### src/mtr_pkg.sv
// Shared types, codes and arithmetic helpers for the media timestamp rebaser.
// Used by mtr_core and media_timestamp_rebaser; depends on nothing else.
package mtr_pkg;

  localparam int unsigned TimeW = 64;
  localparam int unsigned RegW  = 40;
  localparam int unsigned ApbDW = 64;
  localparam int unsigned ApbAW = 5;

  localparam logic [TimeW-1:0] TimeMax = {TimeW{1'b1}};

  // Register reset values
  localparam logic [RegW-1:0] WarmupTimeRst    = RegW'(500000000);
  localparam logic [RegW-1:0] OutputLeadRst    = RegW'(200000000);
  localparam logic [RegW-1:0] LateLimitRst     = RegW'(1000000000);
  localparam logic [RegW-1:0] MismatchLimitRst = RegW'(1000000000);

  typedef enum logic [1:0] {
    REG_WARMUP_TIME    = 2'd0,
    REG_OUTPUT_LEAD    = 2'd1,
    REG_LATE_LIMIT     = 2'd2,
    REG_MISMATCH_LIMIT = 2'd3
  } mtr_reg_e;

  typedef enum logic [2:0] {
    OP_SESSION = 3'd0,
    OP_OFFER   = 3'd1,
    OP_POLL    = 3'd2,
    OP_MAP     = 3'd3,
    OP_PROJECT = 3'd4
  } mtr_op_e;

  typedef enum logic [3:0] {
    ST_MAPPED      = 4'd0,
    ST_DROPPED     = 4'd1,
    ST_EPOCH_RESET = 4'd2,
    ST_NOT_READY   = 4'd3,
    ST_NEW_SESSION = 4'd4,
    ST_DUPLICATE   = 4'd5,
    ST_WARMING     = 4'd6,
    ST_READY       = 4'd7,
    ST_OFFER_DONE  = 4'd8
  } mtr_status_e;

  typedef struct packed {
    logic [RegW-1:0] warmup_time;
    logic [RegW-1:0] output_lead;
    logic [RegW-1:0] late_limit;
    logic [RegW-1:0] mismatch_limit;
  } mtr_cfg_t;

  typedef struct packed {
    logic [2:0]       op;
    logic             kind;
    logic [TimeW-1:0] generation;
    logic [TimeW-1:0] src;
    logic [TimeW-1:0] arr;
    logic [TimeW-1:0] now;
  } mtr_item_t;

  typedef struct packed {
    mtr_status_e      status;
    logic             mvalid;
    logic [TimeW-1:0] mtime;
  } mtr_result_t;

  // Index 0 is audio, index 1 is video
  typedef struct packed {
    logic                  have_gen;
    logic [TimeW-1:0]      cur_gen;
    logic [1:0]            first_seen;
    logic [1:0][TimeW-1:0] first_src;
    logic [TimeW-1:0]      warmup_start;
    logic                  ready;
    logic [TimeW-1:0]      source_origin;
    logic [TimeW-1:0]      output_base;
    logic                  floor_valid;
    logic [TimeW-1:0]      output_floor;
    logic [1:0]            prev_valid;
    logic [1:0][TimeW-1:0] prev_src;
    logic [1:0][TimeW-1:0] prev_arr;
    logic [1:0]            sfloor_valid;
    logic [1:0][TimeW-1:0] sfloor;
  } mtr_state_t;

  function automatic logic [TimeW-1:0] abs_diff(input logic [TimeW-1:0] a,
                                                input logic [TimeW-1:0] b);
    return (a >= b) ? (a - b) : (b - a);
  endfunction

  // Output origin: now + lead saturated, then pushed above the shared floor
  function automatic logic [TimeW-1:0] new_origin(input logic [TimeW-1:0] now,
                                                  input logic [RegW-1:0]  lead,
                                                  input logic             fvalid,
                                                  input logic [TimeW-1:0] floor_t);
    logic [TimeW:0]   sum;
    logic [TimeW-1:0] o;
    sum = {1'b0, now} + {{(TimeW-RegW+1){1'b0}}, lead};
    o   = sum[TimeW] ? TimeMax : sum[TimeW-1:0];
    if (fvalid && (o <= floor_t)) begin
      o = (floor_t == TimeMax) ? TimeMax : floor_t + TimeW'(1);
    end
    return o;
  endfunction

endpackage

### src/mtr_core.sv
// Next-state and result logic of the rebaser for one operation.
// Purely combinational; depends on mtr_pkg.
module mtr_core (
  input  mtr_pkg::mtr_state_t  state_i,
  input  mtr_pkg::mtr_item_t   item_i,
  input  mtr_pkg::mtr_cfg_t    cfg_i,
  output mtr_pkg::mtr_state_t  state_o,
  output mtr_pkg::mtr_result_t result_o
);
  import mtr_pkg::*;

  logic             k;
  logic             audio;
  logic [TimeW-1:0] origin;
  logic [TimeW-1:0] src_delta;
  logic [TimeW:0]   map_sum;
  logic             map_ovf;
  logic [TimeW-1:0] mapped;
  logic             late_back;
  logic             mismatch;
  logic             late_now;
  logic [TimeW-1:0] elapsed;
  logic [TimeW-1:0] late_lim;
  logic [TimeW-1:0] mism_lim;

  assign k        = item_i.kind;
  assign audio    = ~item_i.kind;
  assign late_lim = {{(TimeW-RegW){1'b0}}, cfg_i.late_limit};
  assign mism_lim = {{(TimeW-RegW){1'b0}}, cfg_i.mismatch_limit};

  // Epoch restart origin, from the floor as it stands before this item
  assign origin = new_origin(item_i.now, cfg_i.output_lead,
                             state_i.floor_valid, state_i.output_floor);

  // Source time projected onto the output line
  assign src_delta = item_i.src - state_i.source_origin;
  assign map_sum   = {1'b0, state_i.output_base} + {1'b0, src_delta};
  assign map_ovf   = (item_i.src < state_i.source_origin) || map_sum[TimeW];
  assign mapped    = map_sum[TimeW-1:0];
  assign late_now  = (item_i.now > mapped) && ((item_i.now - mapped) > late_lim);

  // Checks against the previous packet of this stream
  assign late_back = state_i.prev_valid[k] && (item_i.src < state_i.prev_src[k]) &&
                     ((state_i.prev_src[k] - item_i.src) > late_lim);
  assign mismatch  = state_i.prev_valid[k] &&
                     (abs_diff(abs_diff(item_i.src, state_i.prev_src[k]),
                               abs_diff(item_i.arr, state_i.prev_arr[k])) > mism_lim);

  assign elapsed = (item_i.now >= state_i.warmup_start) ?
                   (item_i.now - state_i.warmup_start) : '0;

  always_comb begin
    state_o  = state_i;
    result_o = '{status: ST_NOT_READY, mvalid: 1'b0, mtime: '0};
    unique case (item_i.op)
      OP_SESSION: begin
        if (state_i.have_gen && (state_i.cur_gen == item_i.generation)) begin
          result_o.status = ST_DUPLICATE;
        end else begin
          state_o.cur_gen      = item_i.generation;
          state_o.have_gen     = 1'b1;
          state_o.ready        = 1'b0;
          state_o.first_seen   = '0;
          state_o.prev_valid   = '0;
          state_o.sfloor_valid = '0;
          result_o.status      = ST_NEW_SESSION;
        end
      end
      OP_OFFER: begin
        if (!state_i.first_seen[k]) begin
          state_o.first_seen[k] = 1'b1;
          state_o.first_src[k]  = item_i.src;
          if (audio || (state_i.warmup_start == '0) ||
              (item_i.arr < state_i.warmup_start)) begin
            state_o.warmup_start = item_i.arr;
          end
        end
        result_o.status = ST_OFFER_DONE;
      end
      OP_POLL: begin
        if (state_i.first_seen == 2'b00) begin
          result_o.status = ST_WARMING;
        end else if (state_i.ready) begin
          result_o.status = ST_READY;
        end else if ((state_i.first_seen != 2'b11) &&
                     (elapsed < {{(TimeW-RegW){1'b0}}, cfg_i.warmup_time})) begin
          result_o.status = ST_WARMING;
        end else begin
          // Latch origins: earliest first source time of the streams seen
          priority if (state_i.first_seen == 2'b11) begin
            state_o.source_origin = (state_i.first_src[0] < state_i.first_src[1]) ?
                                    state_i.first_src[0] : state_i.first_src[1];
          end else if (state_i.first_seen[0]) begin
            state_o.source_origin = state_i.first_src[0];
          end else begin
            state_o.source_origin = state_i.first_src[1];
          end
          state_o.output_base = new_origin(item_i.now, cfg_i.output_lead,
                                           state_i.floor_valid, state_i.output_floor);
          state_o.ready   = 1'b1;
          result_o.status = ST_READY;
        end
      end
      OP_MAP: begin
        if (!state_i.ready) begin
          result_o.status = ST_NOT_READY;
        end else if (late_back) begin
          result_o.status = ST_DROPPED;
        end else if (mismatch) begin
          if (audio) begin
            result_o.status = ST_DROPPED;
          end else begin
            // Clock discontinuity on video: new epoch
            state_o.prev_src[k]   = item_i.src;
            state_o.prev_arr[k]   = item_i.arr;
            state_o.source_origin = item_i.src;
            state_o.output_base   = origin;
            state_o.floor_valid   = 1'b1;
            state_o.output_floor  = origin;
            result_o = '{status: ST_EPOCH_RESET, mvalid: 1'b1, mtime: origin};
          end
        end else begin
          if (!audio) begin
            state_o.prev_src[k]   = item_i.src;
            state_o.prev_arr[k]   = item_i.arr;
            state_o.prev_valid[k] = 1'b1;
          end
          if (map_ovf) begin
            if (audio) begin
              result_o.status = ST_DROPPED;
            end else begin
              state_o.source_origin = item_i.src;
              state_o.output_base   = origin;
              state_o.floor_valid   = 1'b1;
              state_o.output_floor  = origin;
              result_o = '{status: ST_EPOCH_RESET, mvalid: 1'b1, mtime: origin};
            end
          end else begin
            result_o.mvalid = 1'b1;
            result_o.mtime  = mapped;
            priority if (state_i.sfloor_valid[k] && (mapped < state_i.sfloor[k])) begin
              result_o.status = ST_DROPPED;
            end else if (audio && late_now) begin
              result_o.status = ST_DROPPED;
            end else begin
              state_o.sfloor_valid[k] = 1'b1;
              state_o.sfloor[k]       = mapped;
              state_o.floor_valid     = 1'b1;
              if (mapped > state_i.output_floor) begin
                state_o.output_floor = mapped;
              end
              if (late_now) begin
                result_o.status = ST_DROPPED;
              end else begin
                if (audio) begin
                  state_o.prev_src[k]   = item_i.src;
                  state_o.prev_arr[k]   = item_i.arr;
                  state_o.prev_valid[k] = 1'b1;
                end
                result_o.status = ST_MAPPED;
              end
            end
          end
        end
      end
      OP_PROJECT: begin
        if (!state_i.ready) begin
          result_o.status = ST_NOT_READY;
        end else if (map_ovf) begin
          result_o.status = ST_DROPPED;
        end else begin
          result_o = '{status: ST_MAPPED, mvalid: 1'b1, mtime: mapped};
        end
      end
      default: begin
        result_o.status = ST_NOT_READY;
      end
    endcase
  end

endmodule

### src/media_timestamp_rebaser.sv
// Top level of the media timestamp rebaser: input register, state, result register, APB.
// Depends on mtr_pkg and mtr_core.
//
// The rebaser takes one operation per cycle while the output is not stalled (session start,
// first-packet offer, readiness poll, map, history projection) and returns exactly one
// result for each. An item is held in an input register, then a single pass of mtr_core
// computes its result and the new session state, which are stored together in the result
// register and the session state register. A stalled result holds the item in the input
// register and stalls the input channel. The four 40-bit registers sit on a 64-bit APB
// port at byte addresses 0, 8, 16 and 24 and may be written only while no item
// is in flight.
module media_timestamp_rebaser (
  input  logic                       clk_i,
  input  logic                       rst_ni,
  // APB configuration port
  input  logic                       psel,
  input  logic                       penable,
  input  logic                       pwrite,
  input  logic [mtr_pkg::ApbAW-1:0]  paddr,
  input  logic [mtr_pkg::ApbDW-1:0]  pwdata,
  output logic [mtr_pkg::ApbDW-1:0]  prdata,
  output logic                       pready,
  // Input channel
  input  logic                       in_valid_i,
  output logic                       in_stall_o,
  input  logic [2:0]                 operation_i,
  input  logic                       media_kind_i,
  input  logic [mtr_pkg::TimeW-1:0]  generation_i,
  input  logic [mtr_pkg::TimeW-1:0]  source_time_i,
  input  logic [mtr_pkg::TimeW-1:0]  arrival_time_i,
  input  logic [mtr_pkg::TimeW-1:0]  now_time_i,
  // Output channel
  output logic                       out_valid_o,
  input  logic                       out_stall_i,
  output logic [3:0]                 status_o,
  output logic                       mapped_valid_o,
  output logic [mtr_pkg::TimeW-1:0]  mapped_time_o
);
  import mtr_pkg::*;

  mtr_cfg_t    cfg_q;
  mtr_item_t   item_q;
  logic        item_valid_q;
  mtr_state_t  state_q;
  mtr_state_t  state_d;
  mtr_result_t res_d;
  mtr_result_t res_q;
  logic        res_valid_q;
  logic        in_xfer;
  logic        advance;
  logic        cfg_wr;
  mtr_reg_e    reg_sel;

  // Configuration registers
  assign pready  = 1'b1;
  assign reg_sel = mtr_reg_e'(paddr[ApbAW-1:3]);
  assign cfg_wr  = psel && penable && pwrite && pready;

  always_ff @(posedge clk_i or negedge rst_ni) begin
    if (!rst_ni) begin
      cfg_q <= '{warmup_time: WarmupTimeRst, output_lead: OutputLeadRst,
                 late_limit: LateLimitRst, mismatch_limit: MismatchLimitRst};
    end else if (cfg_wr) begin
      unique case (reg_sel)
        REG_WARMUP_TIME:    cfg_q.warmup_time    <= pwdata[RegW-1:0];
        REG_OUTPUT_LEAD:    cfg_q.output_lead    <= pwdata[RegW-1:0];
        REG_LATE_LIMIT:     cfg_q.late_limit     <= pwdata[RegW-1:0];
        REG_MISMATCH_LIMIT: cfg_q.mismatch_limit <= pwdata[RegW-1:0];
        default:            cfg_q                <= cfg_q;
      endcase
    end
  end

  always_comb begin
    unique case (reg_sel)
      REG_WARMUP_TIME:    prdata = ApbDW'(cfg_q.warmup_time);
      REG_OUTPUT_LEAD:    prdata = ApbDW'(cfg_q.output_lead);
      REG_LATE_LIMIT:     prdata = ApbDW'(cfg_q.late_limit);
      REG_MISMATCH_LIMIT: prdata = ApbDW'(cfg_q.mismatch_limit);
      default:            prdata = '0;
    endcase
  end

  // Handshake: the input register moves on whenever the result register is free or draining
  assign advance    = item_valid_q && (!res_valid_q || !out_stall_i);
  assign in_stall_o = item_valid_q && !advance;
  assign in_xfer    = in_valid_i && !in_stall_o;

  always_ff @(posedge clk_i or negedge rst_ni) begin
    if (!rst_ni) begin
      item_valid_q <= 1'b0;
    end else if (in_xfer) begin
      item_valid_q <= 1'b1;
    end else if (advance) begin
      item_valid_q <= 1'b0;
    end
  end

  // Input payload register
  always_ff @(posedge clk_i) begin
    if (in_xfer) begin
      item_q <= '{op: operation_i, kind: media_kind_i, generation: generation_i,
                  src: source_time_i, arr: arrival_time_i, now: now_time_i};
    end
  end

  mtr_core u_core (
    .state_i  (state_q),
    .item_i   (item_q),
    .cfg_i    (cfg_q),
    .state_o  (state_d),
    .result_o (res_d)
  );

  // Session state
  always_ff @(posedge clk_i or negedge rst_ni) begin
    if (!rst_ni) begin
      state_q <= '0;
    end else if (advance) begin
      state_q <= state_d;
    end
  end

  // Result register
  always_ff @(posedge clk_i or negedge rst_ni) begin
    if (!rst_ni) begin
      res_valid_q <= 1'b0;
    end else if (advance) begin
      res_valid_q <= 1'b1;
    end else if (!out_stall_i) begin
      res_valid_q <= 1'b0;
    end
  end

  always_ff @(posedge clk_i) begin
    if (advance) begin
      res_q <= res_d;
    end
  end

  assign out_valid_o    = res_valid_q;
  assign status_o       = res_q.status;
  assign mapped_valid_o = res_q.mvalid;
  assign mapped_time_o  = res_q.mtime;

  // Checks
  a_time_zero_when_unused: assert property (@(posedge clk_i) disable iff (!rst_ni)
    out_valid_o && !mapped_valid_o |-> mapped_time_o == '0)
    else $error("mapped_time nonzero without mapped_valid");

  a_epoch_carries_time: assert property (@(posedge clk_i) disable iff (!rst_ni)
    out_valid_o && (status_o == ST_EPOCH_RESET || status_o == ST_MAPPED) |-> mapped_valid_o)
    else $error("mapped or epoch result without a time");

  a_session_clears_ready: assert property (@(posedge clk_i) disable iff (!rst_ni)
    advance && res_d.status == ST_NEW_SESSION |=> !state_q.ready)
    else $error("ready flag survived a new session");

  a_floor_sticky: assert property (@(posedge clk_i) disable iff (!rst_ni)
    state_q.floor_valid |=> state_q.floor_valid)
    else $error("shared output floor lost its valid flag");

endmodule

### config.mk
export PLATFORM = sky130hd
export DESIGN_NAME = media_timestamp_rebaser
export DESIGN_NICKNAME = d
export VERILOG_FILES = /design/src/mtr_pkg.sv /design/src/mtr_core.sv /design/src/media_timestamp_rebaser.sv
export SDC_FILE = /design/constraint.sdc
export NUM_CORES = 2
export LEC_CHECK = 0
export BUFFER_PORTS_ARGS = -buffer_cell sky130_fd_sc_hd__buf_4
export CORE_UTILIZATION = 45
export CTS_CLUSTER_SIZE = 10
export DETAILED_ROUTE_END_ITERATION = 7
export PLACE_DENSITY = 0.61
export SLEW_MARGIN = 20
export SYNTH_ARGS = -nofsm -noshare
export SYNTH_HDL_FRONTEND = slang
export SYNTH_SLANG_ARGS = --single-unit
### constraint.sdc
create_clock -name clk_i -period 45.7 [get_ports clk_i]
set_clock_uncertainty 0.05 [all_clocks]
set_input_delay 13.71 -clock clk_i [delete_from_list [all_inputs] [get_ports clk_i]]
set_output_delay 13.71 -clock clk_i [all_outputs]
set_load 0.1 [all_outputs]
Word-level counts from Yosys, hierarchy flattened
Cells that the tools add are included.

Bits in registers: 1332. Bits in latches: 0. Memory bits (writable): 0. Bits in read-only memories: 0. Bits of input ports: 336. Output and inout port bits: 136. Word-level logic and storage cells: 244. Memories: 0.

$add $sub $neg: 12. $mul: 0. Div/mod/pow operators: 0. Magnitude comparators: 18. Eq/ne operators: 27. Shift operators: 0. Muxes and demuxes: 92. Bitwise gates (word level): 12. Reduce and logical (&&, ||, !) cells: 49.

Operators with widths (count): 258-bit two-way mux (7); 64-bit two-way mux (19); 581-bit two-way mux (2); 453-bit two-way mux (2); 128-bit bitwise mux (6); 64-bit subtractor (9); 256-bit two-way mux (2); 65-bit two-way mux (6); 388-bit two-way mux (1); 129-bit two-way mux (3); 193-bit two-way mux (2); 64-bit less-than comparator (5); 64-bit greater-or-equal comparator (4); 128-bit case mux with 2 select lines (1); 64-bit case mux with 4 select lines (1); 194-bit two-way mux (1); 64-bit by 40-bit greater-than comparator with 1-bit output (3); 69-bit two-way mux (2); 130-bit two-way mux (1); 65-bit case mux with 2 select lines (1); 64-bit greater-than comparator (2); 128-bit two-way mux (1); 64-bit by 40-bit adder with 65-bit output (1); 64-bit by 64-bit adder with 65-bit output (1); 41 further kinds (127).

Longest topological paths before layout
Depth after elaboration: 22. Mapped depth: 75. Depth with buffers taken out: 61.

By module
From an unflattened synthesis, not the netlist that was laid out.

Cells, all modules: 13347. Area total of the unflattened synthesis: 120315.4 sq um.

By module, submodules not included: mtr_core (instances 1, cells an instance 10813, area each 71931.5 sq um, seq. area each 0.0 sq um); media_timestamp_rebaser (instances 1, cells an instance 2534, area each 48383.9 sq um, seq. area each 35042.4 sq um).

Worst setup path before layout
No wires, ideal clock.

Path kind: input port to output port. Start point: in paddr[3] (netlist bit). End point: out prdata[10] (netlist bit). Arrival: 15337 ps. Required time: 31940 ps. Path slack: 16603 ps. Cell stages on the path: 4. Buffers on the path: 3. Path through: clkbuf_1 > buf_1 > clkbuf_1 > mux4_2.

Cells in the longest elaborated chain, start to end: 2. Elaborated cells on any way between the ends: 5. Classes of those cells: 3 x eq/ne; 1 x mux; 1 x reduce/logical.

RTL lines: start: declaration (RTL line media_timestamp_rebaser.sv:19) `input logic [mtr_pkg::ApbAW-1:0] paddr,`; 2-bit equality test, or another cell as far along (RTL line media_timestamp_rebaser.sv:75) `unique case (reg_sel)`; 64-bit case mux with 4 select lines (*) (RTL line media_timestamp_rebaser.sv:75); end: declaration (RTL line media_timestamp_rebaser.sv:21) `output logic [mtr_pkg::ApbDW-1:0] prdata,`.

Mark *: on every way between the ends. The rest lies on a longest branch, timed or not. The select of a mux whose other input is x is not followed.

Worst setup path after layout
Start point: in paddr[4] (netlist bit). End point: out prdata[35] (netlist bit).

Same word-level chain as after synthesis.

==> flow_summary.rst <==
.. list-table::
   :header-rows: 1

   * - Metric
     - Value
   * - Max Cap Viol
     - 0
   * - EDFF count, synth
     - ~330
   * - Highest attainable clock frequency
     - 0.0341 GHz
   * - Global route overflow
     - 0
   * - Hold violation count in the final report
     - 0
   * - Count of standard-cell rows
     - roughly 180
   * - Final slew viol count
     - 0
   * - Post-synthesis area per instance
     - around 9 µm²
   * - Count of final setup violators
     - 0
   * - Number of top-level pins
     - around 470
   * - DIE AREA
     - roughly 250000 µm²
   * - Biggest fanout along the worst timing path
     - 43
   * - Sum Neg Setup Slack
     - 0 ns
   * - Sinks on Clock Net
     - about 1.3k
   * - CTS tree
     - yes
   * - Number of synthesis warnings
     - 0
   * - Effective utilization at floorplan
     - between 40% and 50%
   * - Actual slew at the worst max-slew pin
     - 1.29 ns
   * - Most used flip-flop cell after synthesis
     - dfrtp_1
   * - DR pass1 iterations
     - 8
   * - Critical path data required time
     - 31.94 ns
   * - Maximum number of pins on one net before global-route repair
     - 164
   * - Total of fill cells in the finished design
     - between 20k and 25k
   * - Critical path launch point type
     - primary input
   * - Mapped Area
     - 111000 µm²
   * - Share of layout cells above drive strength 1
     - a little over an eighth
   * - Count of distinct cell types in the synthesized netlist
     - 132
   * - Routed wire per std cell
     - approximately 29 µm
   * - Number of buffers inserted by hold repair at cts
     - 0
   * - Gate Count Post-Synth
     - about 12k
   * - Clock network latency to the later pin of the worst-skew pair
     - between 0.9 and 1 ns
   * - Final critical delay including setup and external delays
     - roughly 30 ns
   * - Post-DP HPWL
     - between 300000 and 400000 µm
   * - # Post-CTS Setup Buffers
     - 0
   * - Area delta synth->final
     - 10.4%
   * - DR vias
     - about 98k
   * - Clock root buffer master
     - clkbuf_16
   * - Count of instances resized after the clock tree is built
     - 0
   * - Endpoint type of the worst setup path
     - output pin
   * - Worst Hold Depth
     - 1
   * - Number of I/O port buffers
     - 419
   * - Multi-input combinational cell area
     - between 60000 and 70000 µm²
   * - Via count of the first global-routing pass
     - approximately 94k
   * - Die width
     - 498 µm
   * - Instance area at placement
     - between 100000 and 150000 µm²
   * - Worst reg2reg path depth
     - 57
   * - Post-synthesis async set-or-reset flop share
     - roughly three quarters
   * - Seq cells post-synth
     - 1332
   * - CORE AREA
     - approximately 240000 µm²
   * - Hold Slack
     - around 0.43 ns
   * - All-Layer GR Usage
     - a little over a third
   * - Initial drt markers
     - approximately 10k
   * - Sequential Area
     - between 30000 and 40000 µm²
   * - Maximum level of the CTS H-tree
     - 4
   * - Area of all placed cells without fillers
     - about 120000 µm²
   * - Max clock buf depth
     - 3
   * - Portion of the clock cycle consumed by the worst path in the final layout
     - 64.2%
   * - Class of the most critical hold timing path
     - flip-flop to flip-flop
   * - Number of nets in the finished design
     - ~14k
   * - DIE HEIGHT
     - around 500 µm
   * - Total wirelength of the detailed-routed design
     - between 400000 and 500000 µm
   * - Number of antenna violations at the first check in global routing
     - 56
   * - Data arrival at the endpoint of the critical path
     - 15.56 ns
   * - Final ANT Viol Nets
     - 0
   * - Number of design rule violations left after detail routing
     - 0
   * - Unrepaired setup endpoints after global routing
     - false
   * - Part of the Yosys area used for sequential elements
     - about a third
   * - Worst reg2reg setup slack
     - about 26 ns
   * - Clock slew seen by the registers of the worst setup and hold paths
     - about 0.05 ns
   * - Wire length of the first global-routing pass
     - around 650000 µm
   * - DR vias/cell
     - a little over 6
   * - Run status
     - completed
   * - Total clock buffers created by CTS
     - between 150 and 200
   * - Max-Slew Margin vs Limit
     - 13.3%
   * - Path type of the worst setup path
     - primary input to output pin
   * - GPL Wtd Cong
     - slightly above 1
cells in the final DEF (no fill, tap or decap), drive strengths merged, types with 30 or more instances in the layout:
master,instances
nor4,73
buf,546
o21a,104
and3,67
nor2,633
dfstp,51
a21o,480
maj3,37
nand4,297
o2bb2ai,68
edfxtp,329
nor2b,152
or3,48
o22ai,108
clkinv,30
a221oi,91
a31oi,82
o21bai,165
nand2,940
nand3,174
a21boi,33
a21oi,1105
dfrtp,952
o22a,30
or2,49
o211ai,79
o21ai,879
clkbuf,259
a211oi,77
o31ai,44
ha,1109
mux4,40
and2,57
mux2,608
mux2i,339
xnor2,444
nand2b,151
inv,1052
nor3,171
xor2,181
logic make-up after synthesis:
| group | count (synthesis) | share of synthesized area [%] |
|---|---|---|
| fa+ha+maj | 1157 | 13.1 |
| flops | 1332 | 31.7 |
| other cells | 2 | 0.00679 |
| xor+xnor | 629 | 5.08 |
| compound gates | 3659 | 21.0 |
| buf+inv | 1616 | 5.77 |
| mux | 987 | 10.7 |
| simple gates | 2896 | 12.7 |
through the flow:
stage / utilization [%] / cells / setup slack (ns)
after detailed placement: 47.8 / 15479 / 16.36
final: 50.1 / 15808 / 16.38
after CTS: 50.0 / 15781 / 16.36
after floorplan: - / 12301 / 16.60
after global placement: 47.8 / 15479 / 16.38
after global routing: 50.1 / 15795 / 16.31
cells in the mapped netlist (all sizes together), types with 26 or more instances:
cell type  number  area [µm²]
ha           1109       13900
a21oi        1105        5590
inv          1048        3940
dfrtp         952       23800
nand2         940        3540
o21ai         879        4420
nor2          633        2380
mux2          608        7480
a21o          480        3600
xnor2         444        3900
clkbuf        414        1550
mux2i         339        3390
edfxtp        329        9880
nand4         297        1860
xor2          181        1620
nand3         174         871
nor3          171         886
o21bai        165        1240
buf           154         883
nor2b         152         951
nand2b        151         947
o22ai         108         676
o21a          104         781
a221oi         91         797
a31oi          82         519
o211ai         79         613
a211oi         77         606
nor4           73         482
o2bb2ai        68         596
and3           67         419
and2           57         357
dfstp          51        1340
or2            49         307
or3            48         310
o31ai          44         349
mux4           40         901
maj3           37         375
a21boi         33         251
o22a           30         263
a221o          26         260
o221ai         26         251
worst max-delay path: stages:
cell    delay, ns
buf_4        0.69
mux4_2       0.77
buf_4        0.30
routing by layer:
| layer | GRT usage [%] | vias to the layer above | wire length (µm) |
|---|---|---|---|
| met4 | 21.2 | 26 | 30200 |
| met3 | 7.34 | 746 | 37800 |
| li1 | - | 44773 | - |
| met5 | 0 | - | 170 |
| met2 | 52.2 | 4237 | 192000 |
| met1 | 48.9 | 48657 | 198000 |
area by class of cell:
| cell class | instances | share of cell area [%] |
|---|---|---|
| inverters | 1048 | 3.23 |
| clock buffers | 258 | 3.79 |
| diodes | 24 | 0.0492 |
| repair buffers | 547 | 3.46 |
| well taps | 3202 | 3.28 |
| multi-input cells | 9353 | 56.9 |
| clock inverters | 44 | 0.578 |
| flip-flops and latches | 1332 | 28.7 |
path summary, 6_finish.rpt:
path                               from      endpoint
max reg2reg                 item_q[256]  state_q[275]
min reg2reg                state_q[840]  state_q[840]
max                            paddr[4]    prdata[35]
min                        state_q[840]  state_q[840]
max in group asynchronous        rst_ni     async pin
min in group asynchronous        rst_ni  state_q[399]
Power is not shown: default switching activity piles up to over one toggle a cycle in this logic, so the estimate is an artifact.
